[src/hdl/afc_pkg.sv]
// Shared types, constants and lookup functions of the autoranging frequency counter.
package afc_pkg;

  // Default width of the edge counter.
  localparam int unsigned COUNTER_BITS_DEF = 16;

  // Widths fixed by the interface.
  localparam int unsigned LIMIT_W   = 16;
  localparam int unsigned FREQ_W    = 26;
  localparam int unsigned STATUS_W  = 2;
  localparam int unsigned GATE_W    = 2;
  localparam int unsigned MS_W      = 10;
  localparam int unsigned MULT_W    = 10;
  localparam int unsigned CFG_ADDR_W = 4;
  localparam int unsigned CFG_DATA_W = 32;

  // Register indexes (byte address / 4).
  localparam logic [1:0] REG_COUNT_EDGE = 2'd0;
  localparam logic [1:0] REG_HIGH_LIMIT = 2'd1;
  localparam logic [1:0] REG_LOW_LIMIT  = 2'd2;

  // Register reset values.
  localparam logic [LIMIT_W-1:0] HIGH_LIMIT_RST = 16'd65400;
  localparam logic [LIMIT_W-1:0] LOW_LIMIT_RST  = 16'd100;

  // Gate ranges.
  localparam logic [GATE_W-1:0] GATE_1MS    = 2'd0;
  localparam logic [GATE_W-1:0] GATE_10MS   = 2'd1;
  localparam logic [GATE_W-1:0] GATE_100MS  = 2'd2;
  localparam logic [GATE_W-1:0] GATE_1000MS = 2'd3;
  localparam logic [GATE_W-1:0] GATE_RST    = GATE_100MS;

  // Result status codes.
  localparam logic [STATUS_W-1:0] ST_VALID      = 2'd0;
  localparam logic [STATUS_W-1:0] ST_NO_SIGNAL  = 2'd1;
  localparam logic [STATUS_W-1:0] ST_OVER_RANGE = 2'd2;
  localparam logic [STATUS_W-1:0] ST_TOO_LOW    = 2'd3;

  typedef struct packed {
    logic sig_level;
    logic ms_tick;
    logic start_req;
  } sample_t;

  typedef struct packed {
    logic               count_edge;
    logic [LIMIT_W-1:0] high_limit;
    logic [LIMIT_W-1:0] low_limit;
  } cfg_t;

  typedef struct packed {
    logic                rerun;
    logic [GATE_W-1:0]   next_gate;
    logic [STATUS_W-1:0] status;
  } judge_t;

  typedef struct packed {
    logic [FREQ_W-1:0]   freq_hz;
    logic [STATUS_W-1:0] status;
    logic [GATE_W-1:0]   gate_range;
  } result_t;

  // Gate length in milliseconds.
  function automatic logic [MS_W-1:0] gate_ms(input logic [GATE_W-1:0] g);
    logic [MS_W-1:0] ms;
    case (g)
      GATE_1MS:    ms = 10'd1;
      GATE_10MS:   ms = 10'd10;
      GATE_100MS:  ms = 10'd100;
      GATE_1000MS: ms = 10'd1000;
      default:     ms = 10'd1000;
    endcase
    return ms;
  endfunction

  // Factor that turns a count over the gate into Hz.
  function automatic logic [MULT_W-1:0] hz_mult(input logic [GATE_W-1:0] g);
    logic [MULT_W-1:0] m;
    case (g)
      GATE_1MS:    m = 10'd1000;
      GATE_10MS:   m = 10'd100;
      GATE_100MS:  m = 10'd10;
      GATE_1000MS: m = 10'd1;
      default:     m = 10'd1;
    endcase
    return m;
  endfunction

endpackage

[src/hdl/afc_cfg.sv]
// APB-style register file holding the edge select and the range limits.
module afc_cfg (
  input  logic                                 clk_i,
  input  logic                                 rst_ni,
  input  logic                                 psel,
  input  logic                                 penable,
  input  logic                                 pwrite,
  input  logic [afc_pkg::CFG_ADDR_W-1:0]       paddr,
  input  logic [afc_pkg::CFG_DATA_W-1:0]       pwdata,
  output logic [afc_pkg::CFG_DATA_W-1:0]       prdata,
  output logic                                 pready,
  output afc_pkg::cfg_t                        cfg_o
);

  logic                          count_edge_q;
  logic [afc_pkg::LIMIT_W-1:0]   high_limit_q;
  logic [afc_pkg::LIMIT_W-1:0]   low_limit_q;
  logic                          wr_en;
  logic [1:0]                    reg_idx;

  assign pready  = 1'b1;
  assign reg_idx = paddr[3:2];
  assign wr_en   = psel & penable & pwrite & pready;

  always_ff @(posedge clk_i or negedge rst_ni) begin
    if (!rst_ni) begin
      count_edge_q <= 1'b0;
      high_limit_q <= afc_pkg::HIGH_LIMIT_RST;
      low_limit_q  <= afc_pkg::LOW_LIMIT_RST;
    end else if (wr_en) begin
      case (reg_idx)
        afc_pkg::REG_COUNT_EDGE: count_edge_q <= pwdata[0];
        afc_pkg::REG_HIGH_LIMIT: high_limit_q <= pwdata[afc_pkg::LIMIT_W-1:0];
        afc_pkg::REG_LOW_LIMIT:  low_limit_q  <= pwdata[afc_pkg::LIMIT_W-1:0];
        default: ;
      endcase
    end
  end

  always_comb begin
    case (reg_idx)
      afc_pkg::REG_COUNT_EDGE: prdata = {31'd0, count_edge_q};
      afc_pkg::REG_HIGH_LIMIT: prdata = {16'd0, high_limit_q};
      afc_pkg::REG_LOW_LIMIT:  prdata = {16'd0, low_limit_q};
      default:                 prdata = '0;
    endcase
  end

  assign cfg_o.count_edge = count_edge_q;
  assign cfg_o.high_limit = high_limit_q;
  assign cfg_o.low_limit  = low_limit_q;

endmodule

[src/hdl/afc_judge.sv]
// Gate-end decision: range change, error status or scaled frequency.
module afc_judge #(
  parameter int unsigned COUNTER_BITS = afc_pkg::COUNTER_BITS_DEF
) (
  input  logic [COUNTER_BITS-1:0]        count_i,
  input  logic                           overflow_i,
  input  logic [afc_pkg::GATE_W-1:0]     gate_i,
  input  afc_pkg::cfg_t                  cfg_i,
  output afc_pkg::judge_t                judge_o,
  output logic [afc_pkg::FREQ_W-1:0]     freq_o
);

  localparam int unsigned CW = (COUNTER_BITS > afc_pkg::LIMIT_W) ? COUNTER_BITS
                                                                 : afc_pkg::LIMIT_W;

  logic [CW-1:0] count_ext;
  logic          over;
  logic          under;

  assign count_ext = CW'(count_i);
  assign over      = overflow_i | (count_ext > CW'(cfg_i.high_limit));
  assign under     = count_ext < CW'(cfg_i.low_limit);

  always_comb begin
    judge_o.rerun     = 1'b0;
    judge_o.next_gate = gate_i;
    judge_o.status    = afc_pkg::ST_VALID;
    if (over) begin
      if (gate_i == afc_pkg::GATE_1MS) begin
        judge_o.status = afc_pkg::ST_OVER_RANGE;
      end else begin
        judge_o.rerun     = 1'b1;
        judge_o.next_gate = gate_i - afc_pkg::GATE_W'(1);
      end
    end else if (under) begin
      if (gate_i == afc_pkg::GATE_1000MS) begin
        judge_o.status = (count_ext == '0) ? afc_pkg::ST_NO_SIGNAL : afc_pkg::ST_TOO_LOW;
      end else begin
        judge_o.rerun     = 1'b1;
        judge_o.next_gate = gate_i + afc_pkg::GATE_W'(1);
      end
    end
  end

  // A valid count never exceeds the 16-bit high limit, so the low bits carry it all.
  always_comb begin
    if (!over && !under) begin
      freq_o = afc_pkg::FREQ_W'(count_ext[afc_pkg::LIMIT_W-1:0])
             * afc_pkg::FREQ_W'(afc_pkg::hz_mult(gate_i));
    end else begin
      freq_o = '0;
    end
  end

endmodule

[src/hdl/afc_core.sv]
// Measurement state: edge counter, millisecond timer, gate range and busy flag.
module afc_core #(
  parameter int unsigned COUNTER_BITS = afc_pkg::COUNTER_BITS_DEF
) (
  input  logic              clk_i,
  input  logic              rst_ni,
  input  logic              fire_i,
  input  afc_pkg::sample_t  sample_i,
  input  afc_pkg::cfg_t     cfg_i,
  output logic              res_valid_o,
  output afc_pkg::result_t  res_o
);

  logic                          prev_q, prev_d;
  logic [COUNTER_BITS-1:0]       cnt_q, cnt_d, cnt_inc;
  logic                          ovf_q, ovf_d, ovf_inc;
  logic [afc_pkg::MS_W-1:0]      ms_q, ms_d, ms_inc;
  logic [afc_pkg::GATE_W-1:0]    gate_q, gate_d;
  logic                          busy_q, busy_d;
  logic                          edge_hit;
  logic                          rerun_hit;
  afc_pkg::judge_t               jdg;
  logic [afc_pkg::FREQ_W-1:0]    freq;

  afc_judge #(
    .COUNTER_BITS(COUNTER_BITS)
  ) u_judge (
    .count_i   (cnt_inc),
    .overflow_i(ovf_inc),
    .gate_i    (gate_q),
    .cfg_i     (cfg_i),
    .judge_o   (jdg),
    .freq_o    (freq)
  );

  always_comb begin
    edge_hit = cfg_i.count_edge ? (prev_q & ~sample_i.sig_level)
                                : (~prev_q & sample_i.sig_level);
    cnt_inc = cnt_q;
    ovf_inc = ovf_q;
    if (edge_hit) begin
      if (&cnt_q) begin
        cnt_inc = '0;
        ovf_inc = 1'b1;
      end else begin
        cnt_inc = cnt_q + COUNTER_BITS'(1);
      end
    end
    ms_inc = ms_q + afc_pkg::MS_W'(1);
  end

  always_comb begin
    prev_d      = prev_q;
    cnt_d       = cnt_q;
    ovf_d       = ovf_q;
    ms_d        = ms_q;
    gate_d      = gate_q;
    busy_d      = busy_q;
    res_valid_o = 1'b0;
    rerun_hit   = 1'b0;
    if (fire_i) begin
      prev_d = sample_i.sig_level;
      if (!busy_q) begin
        if (sample_i.start_req) begin
          busy_d = 1'b1;
          cnt_d  = '0;
          ovf_d  = 1'b0;
          ms_d   = '0;
        end
      end else begin
        cnt_d = cnt_inc;
        ovf_d = ovf_inc;
        if (sample_i.ms_tick) begin
          ms_d = ms_inc;
          if (ms_inc >= afc_pkg::gate_ms(gate_q)) begin
            if (jdg.rerun) begin
              // The range moved: measure again at the new gate.
              rerun_hit = 1'b1;
              gate_d    = jdg.next_gate;
              cnt_d     = '0;
              ovf_d     = 1'b0;
              ms_d      = '0;
            end else begin
              busy_d      = 1'b0;
              res_valid_o = 1'b1;
            end
          end
        end
      end
    end
  end

  always_ff @(posedge clk_i or negedge rst_ni) begin
    if (!rst_ni) begin
      prev_q <= 1'b0;
      cnt_q  <= '0;
      ovf_q  <= 1'b0;
      ms_q   <= '0;
      gate_q <= afc_pkg::GATE_RST;
      busy_q <= 1'b0;
    end else begin
      prev_q <= prev_d;
      cnt_q  <= cnt_d;
      ovf_q  <= ovf_d;
      ms_q   <= ms_d;
      gate_q <= gate_d;
      busy_q <= busy_d;
    end
  end

  assign res_o.freq_hz    = freq;
  assign res_o.status     = jdg.status;
  assign res_o.gate_range = gate_q;

  a_res_needs_busy: assert property (@(posedge clk_i) disable iff (!rst_ni)
    res_valid_o |-> busy_q)
    else $error("result produced while no measurement was running");

  a_res_ends_busy: assert property (@(posedge clk_i) disable iff (!rst_ni)
    res_valid_o |=> !busy_q)
    else $error("measurement still running after its result");

  a_gate_idle_stable: assert property (@(posedge clk_i) disable iff (!rst_ni)
    !busy_q |=> $stable(gate_q))
    else $error("gate range moved while idle");

  a_rerun_clears: assert property (@(posedge clk_i) disable iff (!rst_ni)
    rerun_hit |=> (busy_q && cnt_q == '0 && ms_q == '0 && !ovf_q))
    else $error("range change did not restart the measurement");

endmodule

[src/hdl/autorange_frequency_counter.sv]
// Top level of the autoranging gated frequency counter: sample and result registers.
// The block takes one sample (signal level, ms tick, start request) every clock cycle
// while in_stall_o is low; in_stall_o rises only when a finished result waits in the
// output register under out_stall_i. A sample is registered on acceptance and folded
// into the measurement state when it leaves the sample register; the result of the
// sample that ends its gate is registered in the output register for out_valid_o. One
// measurement yields at most one result, after 1 to 1000 ms of ticks per gate. Each
// range change reruns the measurement at the new gate, and changes go on until a count
// lands between the limits or the range runs out at 1 ms or 1000 ms, so limits set
// close together can keep the gate moving with no end; the gate range is kept between
// measurements.
module autorange_frequency_counter #(
  parameter int unsigned COUNTER_BITS = afc_pkg::COUNTER_BITS_DEF
) (
  input  logic                                 clk_i,
  input  logic                                 rst_ni,
  input  logic                                 in_valid_i,
  output logic                                 in_stall_o,
  input  logic                                 sig_level_i,
  input  logic                                 ms_tick_i,
  input  logic                                 start_req_i,
  output logic                                 out_valid_o,
  input  logic                                 out_stall_i,
  output logic [afc_pkg::FREQ_W-1:0]           freq_hz_o,
  output logic [afc_pkg::STATUS_W-1:0]         status_o,
  output logic [afc_pkg::GATE_W-1:0]           gate_range_o,
  input  logic                                 psel,
  input  logic                                 penable,
  input  logic                                 pwrite,
  input  logic [afc_pkg::CFG_ADDR_W-1:0]       paddr,
  input  logic [afc_pkg::CFG_DATA_W-1:0]       pwdata,
  output logic [afc_pkg::CFG_DATA_W-1:0]       prdata,
  output logic                                 pready
);

  afc_pkg::cfg_t     cfg;
  afc_pkg::sample_t  smp_q;
  logic              smp_valid_q, smp_valid_d;
  logic              advance;
  logic              in_accept;
  logic              res_valid;
  afc_pkg::result_t  res;
  afc_pkg::result_t  out_q;
  logic              out_valid_q, out_valid_d;

  afc_cfg u_cfg (
    .clk_i  (clk_i),
    .rst_ni (rst_ni),
    .psel   (psel),
    .penable(penable),
    .pwrite (pwrite),
    .paddr  (paddr),
    .pwdata (pwdata),
    .prdata (prdata),
    .pready (pready),
    .cfg_o  (cfg)
  );

  // The held sample moves on whenever the result slot is free or being emptied.
  assign advance    = !(out_valid_q && out_stall_i);
  assign in_stall_o = smp_valid_q && !advance;
  assign in_accept  = in_valid_i && !in_stall_o;

  always_comb begin
    smp_valid_d = smp_valid_q;
    if (in_accept) begin
      smp_valid_d = 1'b1;
    end else if (advance) begin
      smp_valid_d = 1'b0;
    end
  end

  always_ff @(posedge clk_i or negedge rst_ni) begin
    if (!rst_ni) begin
      smp_valid_q <= 1'b0;
    end else begin
      smp_valid_q <= smp_valid_d;
    end
  end

  always_ff @(posedge clk_i) begin
    if (in_accept) begin
      smp_q.sig_level <= sig_level_i;
      smp_q.ms_tick   <= ms_tick_i;
      smp_q.start_req <= start_req_i;
    end
  end

  afc_core #(
    .COUNTER_BITS(COUNTER_BITS)
  ) u_core (
    .clk_i      (clk_i),
    .rst_ni     (rst_ni),
    .fire_i     (smp_valid_q && advance),
    .sample_i   (smp_q),
    .cfg_i      (cfg),
    .res_valid_o(res_valid),
    .res_o      (res)
  );

  always_comb begin
    out_valid_d = out_valid_q;
    if (res_valid) begin
      out_valid_d = 1'b1;
    end else if (!out_stall_i) begin
      out_valid_d = 1'b0;
    end
  end

  always_ff @(posedge clk_i or negedge rst_ni) begin
    if (!rst_ni) begin
      out_valid_q <= 1'b0;
    end else begin
      out_valid_q <= out_valid_d;
    end
  end

  always_ff @(posedge clk_i) begin
    if (res_valid) begin
      out_q <= res;
    end
  end

  assign out_valid_o  = out_valid_q;
  assign freq_hz_o    = out_q.freq_hz;
  assign status_o     = out_q.status;
  assign gate_range_o = out_q.gate_range;

endmodule

[config.mk]
export PLATFORM = sky130hd
export DESIGN_NAME = autorange_frequency_counter
export DESIGN_NICKNAME = d
export VERILOG_FILES = /design/src/hdl/afc_pkg.sv /design/src/hdl/afc_cfg.sv /design/src/hdl/afc_judge.sv /design/src/hdl/afc_core.sv /design/src/hdl/autorange_frequency_counter.sv
export SDC_FILE = /design/constraint.sdc
export NUM_CORES = 1
export LEC_CHECK = 0
export BUFFER_PORTS_ARGS = -buffer_cell sky130_fd_sc_hd__buf_2
export CAP_MARGIN = 20
export CELL_PAD_IN_SITES_DETAIL_PLACEMENT = 0
export CELL_PAD_IN_SITES_GLOBAL_PLACEMENT = 2
export CORE_MARGIN = 4
export CORE_UTILIZATION = 40
export DETAILED_ROUTE_END_ITERATION = 8
export GPL_ROUTABILITY_DRIVEN = 0
export GPL_TIMING_DRIVEN = 0
export PLACE_DENSITY = 0.95
export SKIP_CTS_REPAIR_TIMING = 1
export SLEW_MARGIN = 0
export SYNTH_ARGS = -nofsm -noshare
export SYNTH_HDL_FRONTEND = slang
export SYNTH_SLANG_ARGS = --single-unit
[constraint.sdc]
create_clock -name clk_i -period 13.1 [get_ports clk_i]
set_input_delay 2.62 -clock clk_i [delete_from_list [all_inputs] [get_ports clk_i]]
set_output_delay 2.62 -clock clk_i [all_outputs]
set_load 0.01 [all_outputs]
# Yosys cells after proc, flatten, opt, wreduce, memory -nomap -nowiden
# Cells that the tools add are included.
[totals]
in_bits = 46
reg_bits = 99
n_memories = 0
out_inout_bits = 65
latchBits = 0
ram_bits = 0
mem_bits_ro = 0
[op_classes]
n_reduce_logical = 21
multipliers = 1
eq_ne = 10
add_sub_neg = 4
bitwise = 7
muxes = 48
div = 0
n_shift = 0
n_lt_le_gt_ge = 3
[ops]
columns = ["cell", "n"]
rows = [
  ["$mux 16", 7],
  ["$mux 10", 9],
  ["$pmux 10 s4", 2],
  ["$pmux 16 s3", 1],
  ["$mul 16x10->26", 1],
  ["$mux 1", 22],
  ["$add 16x1->16 const B", 1],
  ["$gt 16x16->1", 1],
  ["$logic_not 16->1", 1],
  ["$lt 16x16->1", 1],
  ["$reduce_and 16->1", 1],
  ["$add 10x1->10 const B", 1],
  ["$ge 10x10->1", 1],
  ["$mux 5", 2],
  ["$ne 2x2->1 const B", 4],
  ["$reduce_and 2->1", 4],
  ["$reduce_and 8->1", 1],
  ["$eq 2x2->1 const B", 3],
  ["$mux 2", 3],
  ["$mux 3", 2],
  ["$logic_and 1x1->1", 5],
  ["$and 1x1->1", 4],
  ["$eq 2x1->1 const B", 2],
  ["$logic_not 1->1", 4],
  ["8 further kinds", 11],
]

# Depth between registers and ports, before layout
# Gate-level depths: netlist of the first run.
[depth]
depth_word = 15
depth_mapped = 27

# Modules after synthesis
# Synthesis of the first run repeated with hierarchy kept, for this count alone.
[unflattened]
hier_cells = 1148
hier_area_um2 = 10892.9
[by_module_without_submodules]
columns = ["module", "seq_area_each_um2", "instances", "area_each_um2", "cells_each"]
rows = [
  ["afc_judge", 0.0, 1, 5995.8, 754],
  ["afc_core", 777.0, 1, 2197.1, 238],
  ["afc_cfg", 844.6, 1, 1616.6, 115],
  ["autorange_frequency_counter", 1041.0, 1, 1083.5, 41],
]

# Worst setup path before layout of the first run
# Ideal clock, no wire load.
[synth_path]
path_type = "register -> register"
start = "register u_core.prev_q"
end = "register out_q (netlist bit freq_hz_o[22]), data pin"
path_buffers = 1
path_stages_with_launch = 24
required_time_ns = 12.841
slack_ns = 6.079
setup_ns = 0.259
period_less_slack_ns = 7.021
t_arrival_ns = 6.763
cell_sequence = "dfrtp_1 -> buf_6 -> or3b_4 -> a211o_1 -> or3_1 -> a21oi_1 -> nand2_1 -> fa_1 -> inv_1 -> fa_1 -> fa_1 -> fa_1 -> inv_1 -> fa_1 -> inv_1 -> ha_1 -> a21o_1 -> a21o_1 -> a21oi_1 -> o21ai_0 -> o2111a_1 -> nor3_1 -> a2111oi_0 -> o21bai_1"
[synth_via]
elab_chain_cells = 8
word_cells_on_any_way = 13
classes_between = "mul: 1; order compare: 2; mux: 3; bitwise: 4; reduce/logical: 3"
[synth_rtl]
columns = ["element", "line", "rtl"]
rows = [
  ["start, declared", "afc_core.sv:14", "logic prev_q, prev_d;"],
  ["start signal, assigned", "afc_core.sv:102", "prev_q <= prev_d;"],
  ["$not 1->1", "afc_core.sv:38", ": (~prev_q & sample_i.sig_level);"],
  ["$and 1x1->1", "afc_core.sv:38", ""],
  ["$mux 1 *", "afc_core.sv:37", "edge_hit = cfg_i.count_edge ? (prev_q & ~sample_i.sig_level)"],
  ["parallel branches: the longest is 5 deep, another holds $mul 16x10->26", "-", ""],
  ["end signal, assigned", "autorange_frequency_counter.sv:120", "out_q <= res;"],
  ["end, declared", "autorange_frequency_counter.sv:43", "afc_pkg::result_t out_q;"],
]
# Mark *: on every way between the ends.
# A chain may end at the register's enable or synchronous reset.

# Worst setup path after layout of the first run
[layout_path]
start = "register u_cfg.count_edge_q"
end = "register out_q (netlist bit freq_hz_o[22]), data pin"
[layout_via]
elab_chain_cells = 6
word_cells_on_any_way = 10
classes_between = "mul: 1; order compare: 2; mux: 3; bitwise: 1; reduce/logical: 3"
[layout_rtl]
columns = ["element", "line", "rtl"]
rows = [
  ["start, declared", "afc_cfg.sv:15", "logic count_edge_q;"],
  ["start signal, assigned", "afc_cfg.sv:32", "afc_pkg::REG_COUNT_EDGE: count_edge_q <= pwdata[0];"],
  ["$mux 1 *", "afc_core.sv:37", ""],
  ["parallel branches: the longest is 5 deep, another holds $mul 16x10->26", "-", ""],
]
# Marked as above.

==> results of run 1 <==
placed cells by master (no fill, tap or decap), drive strengths merged, types with 5 or more instances in the layout:
cell    synthesis  routed
o21ai          66      66
nand3          23      23
inv           153     156
or2             7       7
a211o          13      13
xor2           19      19
nor3           26      26
nor2b           5       5
xnor2          25      25
nand4          12      12
fa             91      91
nor3b           6       6
o21a            8       8
buf            27     107
nor2           62      62
nor4            7       7
or3             8       8
a21o           17      17
nand2b          7       7
conb            2      17
and2           17      17
dfstp          16      16
a22o           35      35
mux2            6       6
nand2         120     120
edfxtp         33      33
a211oi         10      10
dfrtp          50      50
clkinv          1       5
a21oi          32      32
clkbuf         23      32
ha            125     125
cells in the mapped netlist, drive strengths merged, types with 4 or more instances:
| cell | count | share of area |
|---|---|---|
| a211o | 13 | 0.011 |
| a211oi | 10 | 0.0073 |
| a21o | 17 | 0.013 |
| a21oi | 32 | 0.017 |
| a22o | 35 | 0.030 |
| a22oi | 4 | 0.0029 |
| and2 | 17 | 0.010 |
| and3 | 4 | 0.0024 |
| buf | 27 | 0.019 |
| clkbuf | 23 | 0.0084 |
| dfrtp | 50 | 0.12 |
| dfstp | 16 | 0.041 |
| edfxtp | 33 | 0.096 |
| fa | 91 | 0.18 |
| ha | 125 | 0.15 |
| inv | 153 | 0.056 |
| mux2 | 6 | 0.0065 |
| nand2 | 120 | 0.044 |
| nand2b | 7 | 0.0042 |
| nand3 | 23 | 0.011 |
| nand4 | 12 | 0.0073 |
| nor2 | 62 | 0.023 |
| nor2b | 5 | 0.0030 |
| nor3 | 26 | 0.013 |
| nor3b | 6 | 0.0044 |
| nor4 | 7 | 0.0042 |
| o211ai | 4 | 0.0029 |
| o21a | 8 | 0.0058 |
| o21ai | 66 | 0.032 |
| or2 | 7 | 0.0042 |
| or3 | 8 | 0.0049 |
| xnor2 | 25 | 0.021 |
| xor2 | 19 | 0.016 |
flip-flops by register name, indices dropped and copies added (netlist names):
| register | count |
|---|---|
| smp_valid_q | 1 |
| freq_hz_o | 26 |
| u_cfg.low_limit_q | 16 |
| u_core.prev_q | 1 |
| smp_q | 3 |
| u_core.cnt_q | 16 |
| status_o | 2 |
| u_cfg.high_limit_q | 16 |
| u_core.gate_q | 2 |
| out_valid_o | 1 |
| u_core.ms_q | 10 |
| u_core.busy_q | 1 |
| gate_range_o | 2 |
| u_core.ovf_q | 1 |
| u_cfg.count_edge_q | 1 |
cell type report:
type,instances,area share
Clock inverter,7,0.00608
Tap cell,330,0.0358
Buffer,50,0.0245
Timing Repair Buffer,80,0.0370
Antenna cell,1,0.000217
Clock buffer,9,0.0195
Inverter,154,0.0502
Multi-Input combinational cell,810,0.595
Sequential cell,99,0.231
layer usage:
metal / global-route usage / vias to the layer above
met5: 0 / -
met4: 0.0360 / 0
met3: 0.0271 / 19
met2: 0.311 / 160
met1: 0.254 / 3969
li1: - / 3907
worst min-delay path, delay by kind of cell, from the launching register on:
kind	cells	cell delay, ns
buffers and inverters	1	0.06
AOI/OAI and AO/OA	1	0.08
DFF	1	0.38
logic make-up (layout without fill, tap and decap cells):
kind of cell | Yosys count | after routing | share of synthesized area
simple gates | 314 | 314 | 0.143
mux | 9 | 9 | 0.00946
buf+inv | 204 | 300 | 0.0834
fa+ha+maj | 217 | 217 | 0.329
xor+xnor | 44 | 44 | 0.0374
compound gates | 209 | 209 | 0.138
other cells | 2 | 18 | 0.000728
flops | 99 | 99 | 0.258
path summary, 6_finish.rpt:
kind,startpoint,endpoint,cells after the start
setup / recovery,u_cfg.count_edge_q,freq_hz_o[22],23
hold / removal,u_cfg.high_limit_q[9],u_cfg.high_limit_q[9],2
setup reg to reg,u_cfg.count_edge_q,freq_hz_o[22],23
hold reg to reg,u_cfg.high_limit_q[9],u_cfg.high_limit_q[9],2
max in group asynchronous,rst_ni,u_cfg.low_limit_q[8],1
min in group asynchronous,rst_ni,out_valid_o,1
through the flow:
stage | total power, mW | hold slack (ns) | worst slack, ns
CTS | 1.40 | 0.531 | 4.92
global route | 1.53 | 0.547 | 4.57
global placement | 1.10 | 0.507 | 4.31
floorplan | 0.928 | 0.481 | 6.08
finish | 1.39 | 0.529 | 4.90
detailed placement | 1.12 | 0.514 | 4.93
where the power goes:
group | total, mW | internal (mW) | switching, mW
combinational | 0.702 | 0.260 | 0.442
sequential | 0.414 | 0.378 | 0.0366
clock | 0.278 | 0.135 | 0.143
total | 1.39 | 0.773 | 0.621
==> impl_metrics.yaml, run 1 <==
finish:
  layout.nets: 1466
  final_area_sq_um: 11500
  multiInputGateArea_sq_um: 6860
  fin_util: 0.456
  n_fill_cell: 2498
  final_cells: 1540
  area_growth_pct: 11.7
  final_layout_size_suffix_gt1_frac: 0.132
  ff_latch_area_sq_um: 2660
floorplan:
  die_area_sq_um: 28400
  dieWidth_um: 169
  coreArea_sq_um: 25300
  rows: 58
  initial_core_util: 0.408
  io_pins: 111
  die_y_um: 169
setup_path:
  crit_family: "adder cells"
  path_cells: "buf_4 > or3b_4 > a211o_1 > or3_1 > a21oi_1 > nand2_1 > fa_1 > inv_1 > fa_1 > fa_1 > fa_1 > inv_1 > fa_1 > inv_1 > ha_1 > a21o_1 > a21o_1 > a21oi_1 > o21ai_0 > o2111a_1 > nor3_1 > a2111oi_0 > o21bai_1"
  arrival_ns: 8.33
  cpMostUsedCell: "fa_1"
  cp_max_fo: 10
  start_kind: "flop"
  crit_buf_inv: 4
  slowest_stage: "a21oi_1"
  timing.reg2reg.setup_slack_ns: 4.90
  path_class: "flop to flop"
  end_kind: "flop"
  cp.required_ns: 13.23
  max_stage_delay_ns: 0.90
placement:
  post-place-cells: 1523
  dpl.hpwl_um: 20200
  placed_area_sq_um: 11200
  portBuffers: 75
pwr:
  leakage_nw: 5.91
  p_per_area_nw_per_um2: 121
  ir_drop_uv: 66.1
worst_hold_path:
  hold_class: "flop to flop"
routing:
  drt-wirelength-per-cell_um: 16.5
  wl_met2_um: 12100
  wl_um: 25400
  drt_iter0_drc: 460
  drc: 0
  drt-met1-wl_um: 11900
  wl_met3_um: 1110
  viasPerCell: 5.23
  drt_pass1_iterations: 5
  vias: 8055
  drtAntennaViolNets: 0
  topRoutingLayerUsed: "met4"
timing:
  min_period_ns: 8.20
  slew_violations: 0
  fmax_ghz: 0.122
  hold_viol: 0
  max_slew_margin: 0.219
  tightest_slew_ns: 1.16
  finalSetupTns_ns: 0
  setup_viol: 0
  fin_worst_skew_ns: 0.0213
  rsz0062_at_grt: "no"
  period_share: 0.626
clock_network:
  path_clk_slew_ns: 0.09
  insertion_delay_ns: 0.37
  cts.sinks: 99
  clock_path_buffers: 2
  cts_inserted_buffers: 9
  tritoncts: "built"
  clockRootBuffer: "clkbuf_16"
  htreeDepth: 3
run_status:
  outcome: "finished, final reports clean"
synthesis:
  synth_edf_count: 33
  synth_cells: 1098
  synth_warnings: 0
  synth_area_sq_um: 10300
  synth_ff_type: "dfrtp_1"
  postSynthAreaPerCell_sq_um: 9.40
  synth.distinct_cells: 64
  yosys_register_bits: 99
  yosysSeqAreaShare: 0.258
  synthArstFlopShare: 0.667
global_route:
  grt_overflow: 0
  grt_pass1_wl_um: 42100
  antenna_found_initial: 1
  grt_usage: 0.184
  grt_pass1_vias: 8196
  grt_max_degree: 67
flow_run:
  drv_cap: 0
Note: power is estimated with default switching activity, not from simulation.
==> run 2: changes to the inputs <==
--- a/config.mk
+++ b/config.mk
@@ -5,16 +5,17 @@
 export SDC_FILE = /design/constraint.sdc
 export NUM_CORES = 1
 export LEC_CHECK = 0
+export ABC_AREA = 1
 export BUFFER_PORTS_ARGS = -buffer_cell sky130_fd_sc_hd__buf_2
 export CAP_MARGIN = 20
 export CELL_PAD_IN_SITES_DETAIL_PLACEMENT = 0
 export CELL_PAD_IN_SITES_GLOBAL_PLACEMENT = 2
 export CORE_MARGIN = 4
-export CORE_UTILIZATION = 40
+export CORE_UTILIZATION = 36
 export DETAILED_ROUTE_END_ITERATION = 8
 export GPL_ROUTABILITY_DRIVEN = 0
 export GPL_TIMING_DRIVEN = 0
-export PLACE_DENSITY = 0.95
+export PLACE_DENSITY = 0.92
 export SKIP_CTS_REPAIR_TIMING = 1
 export SLEW_MARGIN = 0
 export SYNTH_ARGS = -nofsm -noshare
==> constraint.sdc (replaced) <==
create_clock -name clk_i -period 7.6 [get_ports clk_i]
set_input_delay 1.52 -clock clk_i [delete_from_list [all_inputs] [get_ports clk_i]]
set_output_delay 1.52 -clock clk_i [all_outputs]
set_load 0.01 [all_outputs]
==> run 2 against run 1 <==
  * First-iteration DRC count is 6.5% higher
  * Power is 110% higher
  * Global-route usage fell by 0.62 points
  * Routed wire length is 3.8% higher
  * Sequential power grew 71%
  * Count of clock-buffer cells in the layout grew 1
  * Critical path type unchanged
  * Highest routed layer unchanged
==> impl_metrics.yaml, run 2 <==
run_status:
  outcome: "finished, final reports clean"
timing:
  rsz0062_at_grt: "no"
  min_period_ns: 7.04
  hold_viol: 0
  max_slew_margin: 0.433
  setup_viol: 0
  slew_violations: 0
  fmax_ghz: 0.142
  finalSetupTns_ns: 0
  fin_worst_skew_ns: 0.0104
  tightest_slew_ns: 0.848
  period_share: 0.927
pwr:
  p_per_area_nw_per_um2: 252
  leakage_nw: 6.05
  ir_drop_uv: 122
floorplan:
  io_pins: 111
  die_area_sq_um: 31200
  dieWidth_um: 177
  die_y_um: 177
  rows: 61
  coreArea_sq_um: 27900
  initial_core_util: 0.367
routing:
  drc: 0
  wl_um: 26300
  drtAntennaViolNets: 0
  vias: 8221
  drt-wirelength-per-cell_um: 15.2
  viasPerCell: 4.73
  drt_pass1_iterations: 4
  drt_iter0_drc: 490
synthesis:
  synthXorXnorAreaFrac: 0.0205
  yosysMostFrequentCell: "nand2_1"
  synthArstFlopShare: 0.667
  synth_top_area_frac: 0.178
  yosys_register_bits: 99
  synth_warnings: 0
  yosys-mux-area-fraction: 0
  postSynthAreaPerCell_sq_um: 8.19
  synth_cells: 1252
  synth_compound_area_frac: 0.0916
  synthSimpleGateAreaFrac: 0.187
  yosysSeqAreaShare: 0.260
  synth_ff_type: "dfrtp_1"
  synth_edf_count: 33
  synth_top_area_cell: "fa_1"
  synth_top_family_by_area: "adder cells"
  synth_fa_ha_area_frac: 0.330
  synth.distinct_cells: 46
  synth_area_sq_um: 10200
  netlist_top_cells_area: "fa_1, ha_1, dfrtp_1"
  synthTopCellsByCount: "nand2_1, inv_1, ha_1, nor2_1, fa_1"
flow_run:
  drv_cap: 0
finish:
  area_growth_pct: 12.5
  final_common_cell: "nand2_1"
  largest_reg_flops: 26
  fin_util: 0.413
  final_cell_mix: "nand2_1, inv_1, ha_1"
  final_area_sq_um: 11500
  diodes: 0
  layout.nets: 1617
  final_layout_size_suffix_gt1_frac: 0.120
  n_fill_cell: 2904
clock_network:
  insertion_delay_ns: 0.36
  clock_path_buffers: 2
  clockRootBuffer: "clkbuf_16"
  htreeDepth: 3
  path_clk_slew_ns: 0.08
  tritoncts: "built"
  cts_inserted_buffers: 9
  cts.sinks: 99
global_route:
  grt_usage: 0.178
  grt_pass1_vias: 8551
  grt_pass1_wl_um: 44000
  grt_overflow: 0
  grt_max_degree: 67
  antenna_found_initial: 0
placement:
  portBuffers: 75
  placed_area_sq_um: 11200
  dpl.hpwl_um: 21300
setup_path:
  start_kind: "flop"
  arrival_ns: 7.26
  cp_max_fo: 10
  path_class: "flop to flop"
  end_kind: "flop"
  r2r_cells: 26
  cp.required_ns: 7.82
worst_hold_path:
  hold_class: "flop to flop"
  whs_path_depth: 2
## run 2: path summary, 6_finish.rpt
| path | startpoint | end | slack [ns] |
|---|---|---|---|
| worst min-delay path | u_core.gate_q[1] | u_core.gate_q[1] | 0.50 |
| max in group asynchronous | rst_ni | u_core.gate_q[1] | 6.12 |
| worst max-delay path | u_core.gate_q[1] | freq_hz_o[20] | 0.56 |
| min in group asynchronous | rst_ni | u_cfg.low_limit_q[13] | 1.15 |
| worst min register to register | u_core.gate_q[1] | u_core.gate_q[1] | 0.50 |
| worst max register to register | u_core.gate_q[1] | freq_hz_o[20] | 0.56 |
## run 2: stage by stage
stage          setup slack, ns  instances  total power [mW]  hold slack (ns)
4_1_cts                  0.358       1738              2.94            0.502
3_5_place_dp             0.398       1722              2.44            0.491
6_report                 0.558       1738              2.90            0.501
2_1_floorplan             1.66       1267              1.97            0.466
3_3_place_gp             0.333       1720              2.41            0.487
5_1_grt                 0.0689       1738              3.24            0.525
## run 2: layout make-up
type | instances | area, sq um | share of cell area
Multi-Input combinational cell | 889 | 6540 | 0.567
Timing Repair Buffer | 77 | 433 | 0.0376
Inverter | 238 | 893 | 0.0775
Clock inverter | 6 | 53.8 | 0.00467
Tap cell | 378 | 473 | 0.0410
Clock buffer | 10 | 239 | 0.0207
Sequential cell | 99 | 2660 | 0.231
Buffer | 41 | 234 | 0.0203
## run 2: cells by family (layout without fill, tap and decap cells)
group,Yosys count,after routing
AO/OA/AOI/OAI,172,172
XOR/XNOR,24,24
adder cells (fa/ha/maj),216,216
buffers and inverters,279,372
flip-flops,99,99
other,2,17
AND/OR/NAND/NOR,460,460
## run 2: routing by layer
layer / share of wire / routed length [um] / global-route usage / vias to the layer above
li1: - / - / - / 4133
met1: 0.46 / 12100 / 0.240 / 3941
met2: 0.49 / 13000 / 0.308 / 131
met3: 0.033 / 880 / 0.0222 / 16
met4: 0.013 / 342 / 0.0380 / 0
met5: 0 / 0 / 0 / -
## run 2: critical path, stage by stage, from the launching register on
cell and delay, ns:
dfstp_2 0.58, inv_1 0.07, ha_1 0.33, inv_1 0.30, clkbuf_1 0.48, nor2_1 0.23, fa_1 0.59, inv_1 0.06
fa_1 0.53, inv_1 0.05, fa_1 0.53, inv_1 0.05, fa_1 0.53, inv_1 0.05, fa_1 0.47, ha_1 0.39
nand2_1 0.09, o21ai_0 0.31, a21oi_1 0.11, o21ai_1 0.23, inv_1 0.10, o21ai_1 0.23, nand2_1 0.10, nand2_1 0.09
a21oi_1 0.08, or2_0 0.20, a21oi_1 0.13
## run 2: report_power, final
part           switching (mW)  internal [mW]
Combinational            1.13          0.584
Sequential             0.0475          0.658
Clock                   0.244          0.239
Total                    1.42           1.48
